--- src/bpc_pkg.sv ---
// Shared types and constants for the barometric pressure compensation block.
package bpc_pkg;

   // Configuration register indexes.
   typedef enum logic [2:0] {
      REG_A0  = 3'd0,
      REG_B1  = 3'd1,
      REG_B2  = 3'd2,
      REG_C12 = 3'd3,
      REG_C11 = 3'd4,
      REG_C22 = 3'd5
   } csr_index_type;

   typedef struct packed {
      logic signed [15:0] a0;
      logic signed [15:0] b1;
      logic signed [15:0] b2;
      logic signed [15:0] c12;
      logic signed [15:0] c11;
      logic signed [15:0] c22;
   } bpc_coef_type;

   // Hand-off from the polynomial pipe to the scaling pipe.
   typedef struct packed {
      logic               valid;
      logic signed [31:0] prod;
   } bpc_prod_type;

   localparam logic signed [17:0] SCALE_SPAN = 18'sd65000;
   localparam logic [31:0]        SCALE_BASE = 32'd50000;

   // Division by 1023 as a multiply by ceil(2^41 / 1023) and a shift by 41.
   // The result is exact for every dividend up to 2^31.
   localparam logic [31:0]        RECIP      = 32'd2149582851;
   localparam int                 RECIP_SHIFT = 41;
   localparam int                 QUOT_W     = 22;

endpackage

--- src/bpc_poly.sv ---
// Five-stage pipeline for the compensation polynomial and the pascal span product.
module bpc_poly
   import bpc_pkg::*;
(
   input  logic         clock,
   input  logic         reset,
   input  logic         en,
   input  logic         in_valid,
   input  logic [15:0]  pressure_raw,
   input  logic [15:0]  temp_raw,
   input  bpc_coef_type coef,
   output bpc_prod_type prod_out
);

   // Stage 1: coefficient products with the ADC codes.
   logic               v1_ff;
   logic [9:0]         padc1_ff, tadc1_ff;
   logic signed [26:0] c11x1_ff, c12x2_ff, c22x2_ff;
   logic signed [26:0] c11x1_in, c12x2_in, c22x2_in;

   // Stage 2: a11 and a2.
   logic               v2_ff;
   logic [9:0]         padc2_ff, tadc2_ff;
   logic signed [26:0] c12x2_2_ff;
   logic signed [17:0] a11_ff, a11_in;
   logic signed [15:0] a2_ff, a2_in;
   logic signed [31:0] s2_sum_a, s2_sum_b;

   // Stage 3: a1 and a2x2.
   logic               v3_ff;
   logic [9:0]         padc3_ff;
   logic signed [20:0] a1_ff, a1_in;
   logic signed [26:0] a2x2_ff, a2x2_in;
   logic signed [31:0] s3_sum;

   // Stage 4: y1.
   logic               v4_ff;
   logic signed [26:0] a2x2_4_ff;
   logic signed [21:0] y1_ff, y1_in;
   logic signed [31:0] a1x1, s4_sum;

   // Stage 5: pcomp and the span product, wrapped to 32 bits.
   logic               v5_ff;
   logic signed [31:0] prod_ff, prod_in;
   logic signed [31:0] s5_sum;
   logic signed [18:0] pcomp;
   logic signed [36:0] span_full;

   logic [9:0] padc_in, tadc_in;

   always_comb begin
      padc_in  = pressure_raw[15:6];
      tadc_in  = temp_raw[15:6];
      c11x1_in = coef.c11 * $signed({1'b0, padc_in});
      c12x2_in = coef.c12 * $signed({1'b0, tadc_in});
      c22x2_in = coef.c22 * $signed({1'b0, tadc_in});

      s2_sum_a = {{2{coef.b1[15]}}, coef.b1, 14'b0} + 32'(c11x1_ff);
      a11_in   = s2_sum_a[31:14];
      // The halving is done on the signed product before it is widened.
      s2_sum_b = {{1{coef.b2[15]}}, coef.b2, 15'b0} + 32'(c22x2_ff >>> 1);
      a2_in    = s2_sum_b[31:16];

      s3_sum   = {{3{a11_ff[17]}}, a11_ff, 11'b0} + 32'(c12x2_2_ff);
      a1_in    = s3_sum[31:11];
      a2x2_in  = a2_ff * $signed({1'b0, tadc2_ff});

      a1x1     = a1_ff * $signed({1'b0, padc3_ff});
      s4_sum   = {{6{coef.a0[15]}}, coef.a0, 10'b0} + a1x1;
      y1_in    = s4_sum[31:10];

      s5_sum    = {y1_ff, 10'b0} + 32'(a2x2_4_ff);
      pcomp     = s5_sum[31:13];
      span_full = pcomp * SCALE_SPAN;
      prod_in   = span_full[31:0];
   end

   always_ff @(posedge clock) begin
      if (reset) begin
         v1_ff <= 1'b0;
         v2_ff <= 1'b0;
         v3_ff <= 1'b0;
         v4_ff <= 1'b0;
         v5_ff <= 1'b0;
      end else if (en) begin
         v1_ff <= in_valid;
         v2_ff <= v1_ff;
         v3_ff <= v2_ff;
         v4_ff <= v3_ff;
         v5_ff <= v4_ff;
      end
   end

   always_ff @(posedge clock) begin
      if (en) begin
         padc1_ff   <= padc_in;
         tadc1_ff   <= tadc_in;
         c11x1_ff   <= c11x1_in;
         c12x2_ff   <= c12x2_in;
         c22x2_ff   <= c22x2_in;
         padc2_ff   <= padc1_ff;
         tadc2_ff   <= tadc1_ff;
         c12x2_2_ff <= c12x2_ff;
         a11_ff     <= a11_in;
         a2_ff      <= a2_in;
         padc3_ff   <= padc2_ff;
         a1_ff      <= a1_in;
         a2x2_ff    <= a2x2_in;
         a2x2_4_ff  <= a2x2_ff;
         y1_ff      <= y1_in;
         prod_ff    <= prod_in;
      end
   end

   assign prod_out.valid = v5_ff;
   assign prod_out.prod  = prod_ff;

endmodule

--- src/bpc_div.sv ---
// Three-stage signed division by 1023 and pascal offset, ending in the output register.
module bpc_div
   import bpc_pkg::*;
(
   input  logic         clock,
   input  logic         reset,
   input  logic         en,
   input  bpc_prod_type prod_in,
   output logic         out_valid,
   output logic [31:0]  pressure_pa
);

   // Stage 6: sign and magnitude. The magnitude of -2^31 is 2^31, which fits.
   logic        v6_ff, neg6_ff;
   logic [31:0] mag_ff, mag_in;

   // Stage 7: quotient of the magnitude by reciprocal multiply.
   logic              v7_ff, neg7_ff;
   logic [QUOT_W-1:0] quot_ff, quot_in;
   logic [63:0]       recip_full;

   // Stage 8: signed quotient plus offset.
   logic        v8_ff;
   logic [31:0] res_ff, res_in;

   always_comb begin
      mag_in     = prod_in.prod[31] ? (~prod_in.prod + 32'd1) : prod_in.prod;
      recip_full = mag_ff * RECIP;
      quot_in    = recip_full[RECIP_SHIFT+QUOT_W-1:RECIP_SHIFT];
      res_in     = (neg7_ff ? (32'd0 - 32'(quot_ff)) : 32'(quot_ff)) + SCALE_BASE;
   end

   always_ff @(posedge clock) begin
      if (reset) begin
         v6_ff <= 1'b0;
         v7_ff <= 1'b0;
         v8_ff <= 1'b0;
      end else if (en) begin
         v6_ff <= prod_in.valid;
         v7_ff <= v6_ff;
         v8_ff <= v7_ff;
      end
   end

   always_ff @(posedge clock) begin
      if (en) begin
         neg6_ff <= prod_in.prod[31];
         mag_ff  <= mag_in;
         neg7_ff <= neg6_ff;
         quot_ff <= quot_in;
         res_ff  <= res_in;
      end
   end

   assign out_valid   = v8_ff;
   assign pressure_pa = res_ff;

   // A valid quotient never exceeds 2^31 / 1023.
   a_quot_range: assert property (@(posedge clock) disable iff (reset)
      v7_ff |-> (quot_ff <= QUOT_W'(2099202)))
      else $error("quotient out of range");

   // A stalled pipe keeps its valid bits.
   a_stall_hold: assert property (@(posedge clock) disable iff (reset)
      !en |=> ($stable(v6_ff) && $stable(v7_ff) && $stable(v8_ff)))
      else $error("valid bits moved during a stall");

   // An advancing pipe moves the last valid bit into the output register.
   a_advance: assert property (@(posedge clock) disable iff (reset)
      (en && v7_ff) |=> v8_ff)
      else $error("item lost between quotient and output stage");

endmodule

--- src/barometric_pressure_compensation.sv ---
// Throughput: one item per cycle; all eight stages advance together, and a low rsp_tready
// with a full output register freezes every stage, so req_tready follows rsp_tready then.
// An accepted req_ item passes through the bpc_poly stages and then the bpc_div stages,
// and rsp_tvalid rises when it reaches the output register. Reset (synchronous) clears all
// stage valid bits and sets the six coefficients to zero. Coefficient writes take effect at
// the next cycle; the user must make them while no item is in flight (the block does not enforce it).
module barometric_pressure_compensation
   import bpc_pkg::*;
(
   input  logic        clock,
   input  logic        reset,
   input  logic        req_tvalid,
   output logic        req_tready,
   input  logic [31:0] req_tdata,   // [15:0] pressure_raw, [31:16] temp_raw
   output logic        rsp_tvalid,
   input  logic        rsp_tready,
   output logic [31:0] rsp_tdata,   // [31:0] pressure_pa
   input  logic        csr_wr_en,
   input  logic [2:0]  csr_index,
   input  logic [15:0] csr_wdata
);

   bpc_coef_type coef_ff;
   bpc_prod_type prod;
   logic         advance;

   always_ff @(posedge clock) begin
      if (reset) begin
         coef_ff <= '0;
      end else if (csr_wr_en) begin
         case (csr_index_type'(csr_index))
            REG_A0:  coef_ff.a0  <= csr_wdata;
            REG_B1:  coef_ff.b1  <= csr_wdata;
            REG_B2:  coef_ff.b2  <= csr_wdata;
            REG_C12: coef_ff.c12 <= csr_wdata;
            REG_C11: coef_ff.c11 <= csr_wdata;
            REG_C22: coef_ff.c22 <= csr_wdata;
            default: ;
         endcase
      end
   end

   // The pipe moves whenever the output register is empty or being drained.
   assign advance    = !rsp_tvalid || rsp_tready;
   assign req_tready = advance;

   bpc_poly u_poly (
      .clock        (clock),
      .reset        (reset),
      .en           (advance),
      .in_valid     (req_tvalid),
      .pressure_raw (req_tdata[15:0]),
      .temp_raw     (req_tdata[31:16]),
      .coef         (coef_ff),
      .prod_out     (prod)
   );

   bpc_div u_div (
      .clock       (clock),
      .reset       (reset),
      .en          (advance),
      .prod_in     (prod),
      .out_valid   (rsp_tvalid),
      .pressure_pa (rsp_tdata)
   );

endmodule
--- config.mk ---
export PLATFORM = sky130hd
export DESIGN_NAME = barometric_pressure_compensation
export DESIGN_NICKNAME = d
export VERILOG_FILES = /design/src/bpc_pkg.sv /design/src/bpc_poly.sv /design/src/bpc_div.sv /design/src/barometric_pressure_compensation.sv
export SDC_FILE = /design/constraint.sdc
export NUM_CORES = 2
export LEC_CHECK = 0
export ABC_AREA = 1
export BUFFER_PORTS_ARGS = -buffer_cell sky130_fd_sc_hd__buf_2
export CAP_MARGIN = 5
export CORE_ASPECT_RATIO = 0.5
export CORE_MARGIN = 3
export CORE_UTILIZATION = 45
export DETAILED_ROUTE_END_ITERATION = 10
export SLEW_MARGIN = 15
export SYNTH_ARGS = -nofsm -noshare
export SYNTH_HDL_FRONTEND = slang
export SYNTH_SLANG_ARGS = --single-unit
--- constraint.sdc ---
create_clock -name clock -period 20.1 [get_ports clock]
set_input_delay 0 -clock clock [delete_from_list [all_inputs] [get_ports clock]]
set_output_delay 0 -clock clock [all_outputs]
set_load 0.02 [all_outputs]
### Word level (Yosys, flattened, before mapping)

Cells that the tools add are included.

* add/sub/neg operators: 8
* multiply operators: 7
* eq/ne operators: 5
* multiplexer cells: 2
* bitwise gates (word level): 1
* reduce and logical (&&, ||, !) cells: 9

Operators by type and width (count)
* 16-bit by 11-bit multiplier with 27-bit output: 4
* 32-bit adder: 2
* 32-bit by 32-bit multiplier with 63-bit output, second input constant: 1
* 31-bit by 26-bit adder with 32-bit output: 1
* 32-bit by 1-bit adder with 32-bit output, second input constant: 1
* 32-bit by 16-bit adder with 32-bit output, second input constant: 1
* 32-bit 2-to-1 mux: 1
* 32-bit NOT: 1
* 30-bit by 27-bit adder with 31-bit output: 1
* 31-bit 2-to-1 mux: 1
* 28-bit by 27-bit adder with 29-bit output: 1
* 18-bit by 11-bit multiplier with 29-bit output: 1
* 19-bit by 14-bit multiplier with 29-bit output, second input constant: 1
* 1-bit by 22-bit subtractor with 23-bit output, first input constant: 1
* 2-bit AND reduction: 6
* 3-bit by 2-bit equality test with 1-bit output, second input constant: 2
* 3-bit equality test, second input constant: 2
* 3-bit by 1-bit equality test with 1-bit output, second input constant: 1
* 3-bit logical NOT: 1
* 1-bit logical NOT: 1
* 1-bit logical OR: 1

* bits in registers: 506
* input bits: 56
* output and inout bits: 34
* word-level logic and storage cells: 69

### Longest topological paths before layout

* depth in word-level cells: 3
* gate-level depth with buffers: 36
* mapped depth without buffers: 36

### Modules after synthesis

From an unflattened synthesis, not the netlist that was laid out.

* cells, all modules: 7779
* area, all modules: 64309.2 um2

By module, submodules not included
* bpc_poly: instances 1, cells an instance 5688, area each 48550.3 um2, seq. area each 7367.1 um2
* bpc_div: instances 1, cells an instance 1537, area each 11895.2 um2, seq. area each 2702.6 um2
* barometric_pressure_compensation: instances 1, cells an instance 554, area each 3863.7 um2, seq. area each 1921.8 um2

### Worst setup path after synthesis

No wires, ideal clock.

* path type: reg-to-reg
* start point: register u_div.v8_ff, in the netlist u_div.out_valid
* end point: register u_div.mag_ff[10] (enable)
* setup time: 2.757 ns
* data arrival time: 7.057 ns
* required time: 17.343 ns
* slack: 10.286 ns
* cell stages (with the launch flop): 4
* path buffers: 0
* clock period less this slack: 9.814 ns
* cells stage by stage: dfxtp_1 -> inv_1 -> nor2_1 -> clkinv_1

* word-level cells in the longest chain between the ends: 2

Ends and longest elaborated chain
* start, declared: line bpc_div.sv:23 `logic v8_ff;`
* start signal, assigned: line bpc_div.sv:41 `v8_ff <= v7_ff;`
* 1-bit logical NOT: line barometric_pressure_compensation.sv:44 `assign advance = !rsp_tvalid || rsp_tready;`
* 1-bit logical OR: line barometric_pressure_compensation.sv:44
* net req_tready: line barometric_pressure_compensation.sv:13 `output logic req_tready,`
* end signal, assigned: line bpc_div.sv:48 `mag_ff <= mag_in;`
* end, declared: line bpc_div.sv:15 `logic [31:0] mag_ff, mag_in;`

The timed path passes the listed nets, and every way through them passes these cells.
A chain may end at the register's enable or synchronous reset.

### Worst setup path after layout

* start point: register u_poly.padc3_ff[3]
* end point: register u_poly.y1_ff[11], data pin

* word-level cells in the longest chain between the ends: 2

Ends and longest elaborated chain
* start, declared: line bpc_poly.sv:31 `logic [9:0] padc3_ff;`
* start signal, assigned: line bpc_poly.sv:106 `padc3_ff <= padc2_ff;`
* 18-bit by 11-bit multiplier with 29-bit output: line bpc_poly.sv:68 `a1x1 = a1_ff * $signed({1'b0, padc3_ff});`
* 32-bit adder: line bpc_poly.sv:69 `s4_sum = {{6{coef.a0[15]}}, coef.a0, 10'b0} + a1x1;`
* net u_poly.s4_sum[21]: line bpc_poly.sv:40 `logic signed [31:0] a1x1, s4_sum;`
* end signal, assigned: line bpc_poly.sv:110 `y1_ff <= y1_in;`
* end, declared: line bpc_poly.sv:39 `logic signed [21:0] y1_ff, y1_in;`

The timed path passes the listed nets, and every way through them passes these cells.

==> impl_metrics.csv <==
group,metric,value,unit
hold_path,min_path_type,"input pin to flop",
clock_network,post_cts.repair.setup_buffers,0,
final_layout,final_common_cell,"inv_1",
global_route,track_usage,21.7,%
final_layout,area_delta_synth_final,6.25,%
route,avgRoutedWirePerCell,16.1,um
sta,period_share,37.0,%
clock_network,clockBufferDepth,3,
die,die_h,271,um
sta,clock_skew,20.8,ps
die,initial_core_util,45.8,%
final_layout,finalNetCount,9334,
global_route,globalRouteOverflowTotal,0,
worst_setup_path,cp_max_fo,18,
die,dieArea,146000,um^2
final_layout,drive_gt1_share,2.89,%
synth,ys_seq_area_share,18.8,%
clock_network,worst_skew_pair.late_latency,620,ps
route,wirelength,154,mm
global_route,grt_pass1_vias,48666,
sta,slew_headroom,23.8,%
worst_setup_path,max_stage_delay,1030,ps
synth,yosys_register_bits,431,
sta,finalSetupTns,0,ps
route,drt-initial-drc-count,2667,
clock_network,cts_root_buffer,"clkbuf_16",
route,drtPass1Iterations,7,
sta,rsz0062_at_grt,"false",
worst_setup_path,start_kind,"flop",
route,final_antenna_net_count,0,
synth,synth_area,63400,um^2
route,via_count,47077,
job,cap_violations,0,
synth,netlist-cell-type-count,54,
synth,synth_area_per_cell,8.23,um^2
die,boundaryPins,90,
synth,synthCells,7701,
worst_setup_path,crit_arrival,7770,ps
synth,synthArstFlopShare,0,%
synth,synth_edf_count,327,
die,rows,96,
worst_setup_path,cp-end-kind,"flop",
die,core-area,138000,um^2
worst_setup_path,required,20440,ps
clock_network,cts_tree,"built",
sta,max_clock_freq,135,MHz
sta,hold_viol_final,0,
place,place_congestion,0.909,
synth,syn-num-nets,9358,
route,drc,0,
sta,worst_pin_slew,1140,ps
clock_network,htreeDepth,2,
status,status,"finished clean",
global_route,grt_pass1_wl,256,mm
sta,min_period,7430,ps
clock_network,cts_buffers,43,
global_route,grt_max_degree,142,
sta,setup_viol,0,
place,port_buffers,77,
global_route,antenna_found_initial,5,
worst_setup_path,crit_path_top_delay_cell,"edfxtp_1",
synth,yosysWarningCount,0,
clock_network,cts_resized,0,
synth,synth_flop_cell,"edfxtp_1",
clock_network,clkSinkCount,431,
die,die_w,537,um
clock_network,path_clk_slew,70,ps
route,vias_per_cell,4.92,
sta,slew_violations,0,
final_layout,layout_common_cells,"1,981 x inv_1, 1,780 x nand2_1, 901 x fa_1",
worst_setup_path,path_class,"flop to flop",
place,hpwl,126,mm
Yosys cell counts, drive strengths merged (14+ instances only):
library cell | count | area (um^2)
nor4 | 14 | 87.6
nand3 | 163 | 841
o21ai | 183 | 923
nand2 | 1798 | 6800
edfxtp | 327 | 9820
a21o | 29 | 218
nor2 | 340 | 1310
clkbuf | 183 | 687
xor2 | 186 | 1690
buf | 19 | 86.3
xnor2 | 86 | 772
fa | 901 | 18000
inv | 1987 | 7460
nand4 | 56 | 350
dfxtp | 104 | 2080
a31oi | 23 | 144
a21boi | 17 | 131
o21bai | 24 | 184
a21oi | 419 | 2110
ha | 700 | 8760
nor3 | 59 | 317
registers in the layout, indices dropped and copies added, names as in the netlist, 10 cells and up:
name	cells
coef_ff	96
u_div.pressure_pa	32
u_div.mag_ff	29
u_poly.prod_ff	29
u_div.quot_ff	22
u_poly.y1_ff	22
u_poly.a1_ff	18
u_poly.a11_ff	17
u_poly.a2x2_4_ff	17
u_poly.a2x2_ff	17
u_poly.a2_ff	16
u_poly.c12x2_2_ff	16
u_poly.c12x2_ff	16
u_poly.c11x1_ff	13
u_poly.c22x2_ff	11
u_poly.padc1_ff	10
u_poly.padc2_ff	10
u_poly.padc3_ff	10
u_poly.tadc1_ff	10
u_poly.tadc2_ff	10
worst max-delay path: cells and delay by family, from the launching register on:
family,cells,cell delay (ps)
AND/OR/NAND/NOR,4,410
flip-flops,1,1030
buffers and inverters,5,250
XOR/XNOR,2,480
AO/OA/AOI/OAI,7,1760
adder cells (fa/ha/maj),7,3180
through the flow:
step | util [%] | worst slack, ps | instance area (um^2) | cells | hold WS, ps
4_1_cts | 48.6 | 12720 | 67400 | 9573 | 28.2
2_1_floorplan | - | 10290 | 63400 | 7701 | 98.9
6_report | 48.6 | 12670 | 67400 | 9578 | 68.7
3_3_place_gp | 47.3 | 12760 | 65500 | 9454 | 248
3_5_place_dp | 47.3 | 12740 | 65500 | 9454 | 252
5_1_grt | 48.6 | 12200 | 67400 | 9574 | 53.4
final timing paths:
kind                                    startpoint            endpoint  slack, ps  cells past startpoint
worst max-delay path            u_poly.padc3_ff[3]    u_poly.y1_ff[11]      12670                     25
worst min-delay path                 req_tdata[31]  u_poly.tadc1_ff[9]         70                      1
worst max register to register  u_poly.padc3_ff[3]    u_poly.y1_ff[11]      12670                     25
worst min register to register  u_poly.padc1_ff[8]  u_poly.padc2_ff[8]        420                      0
metal layers:
| metal | GRT usage, % | wire, um | share of wire (%) |
|---|---|---|---|
| met1 | 29.8 | 70500 | 46 |
| met2 | 37.3 | 73000 | 47 |
| met3 | 2.34 | 7220 | 4.7 |
| met4 | 4.18 | 3150 | 2.0 |
| met5 | 0 | 0 | 0 |
layout make-up:
type,count,area (um^2)
fill,13521,71100
tap,1862,2330
clock inverter,27,307
antenna,5,12.5
clock buffer,52,1170
inverter,1993,7490
multi-input combinational,5075,43300
sequential,431,11900
timing repair buffer,133,908
repair_timing:
item | 4_1_cts | 5_1_grt
setup endpoints to repair | 0 | 0
hold buffers | 40 | 0
hold endpoints to repair | 116 | 0
cells by family after synthesis:
logic type	share of synthesized area (%)
AND/OR/NAND/NOR	15.6
XOR/XNOR	3.88
flip-flops	18.8
buffers and inverters	13.0
adder cells (fa/ha/maj)	42.3
AO/OA/AOI/OAI	6.52
Power is not shown: default switching activity piles up to over one toggle a cycle in this logic, so the estimate is an artifact.
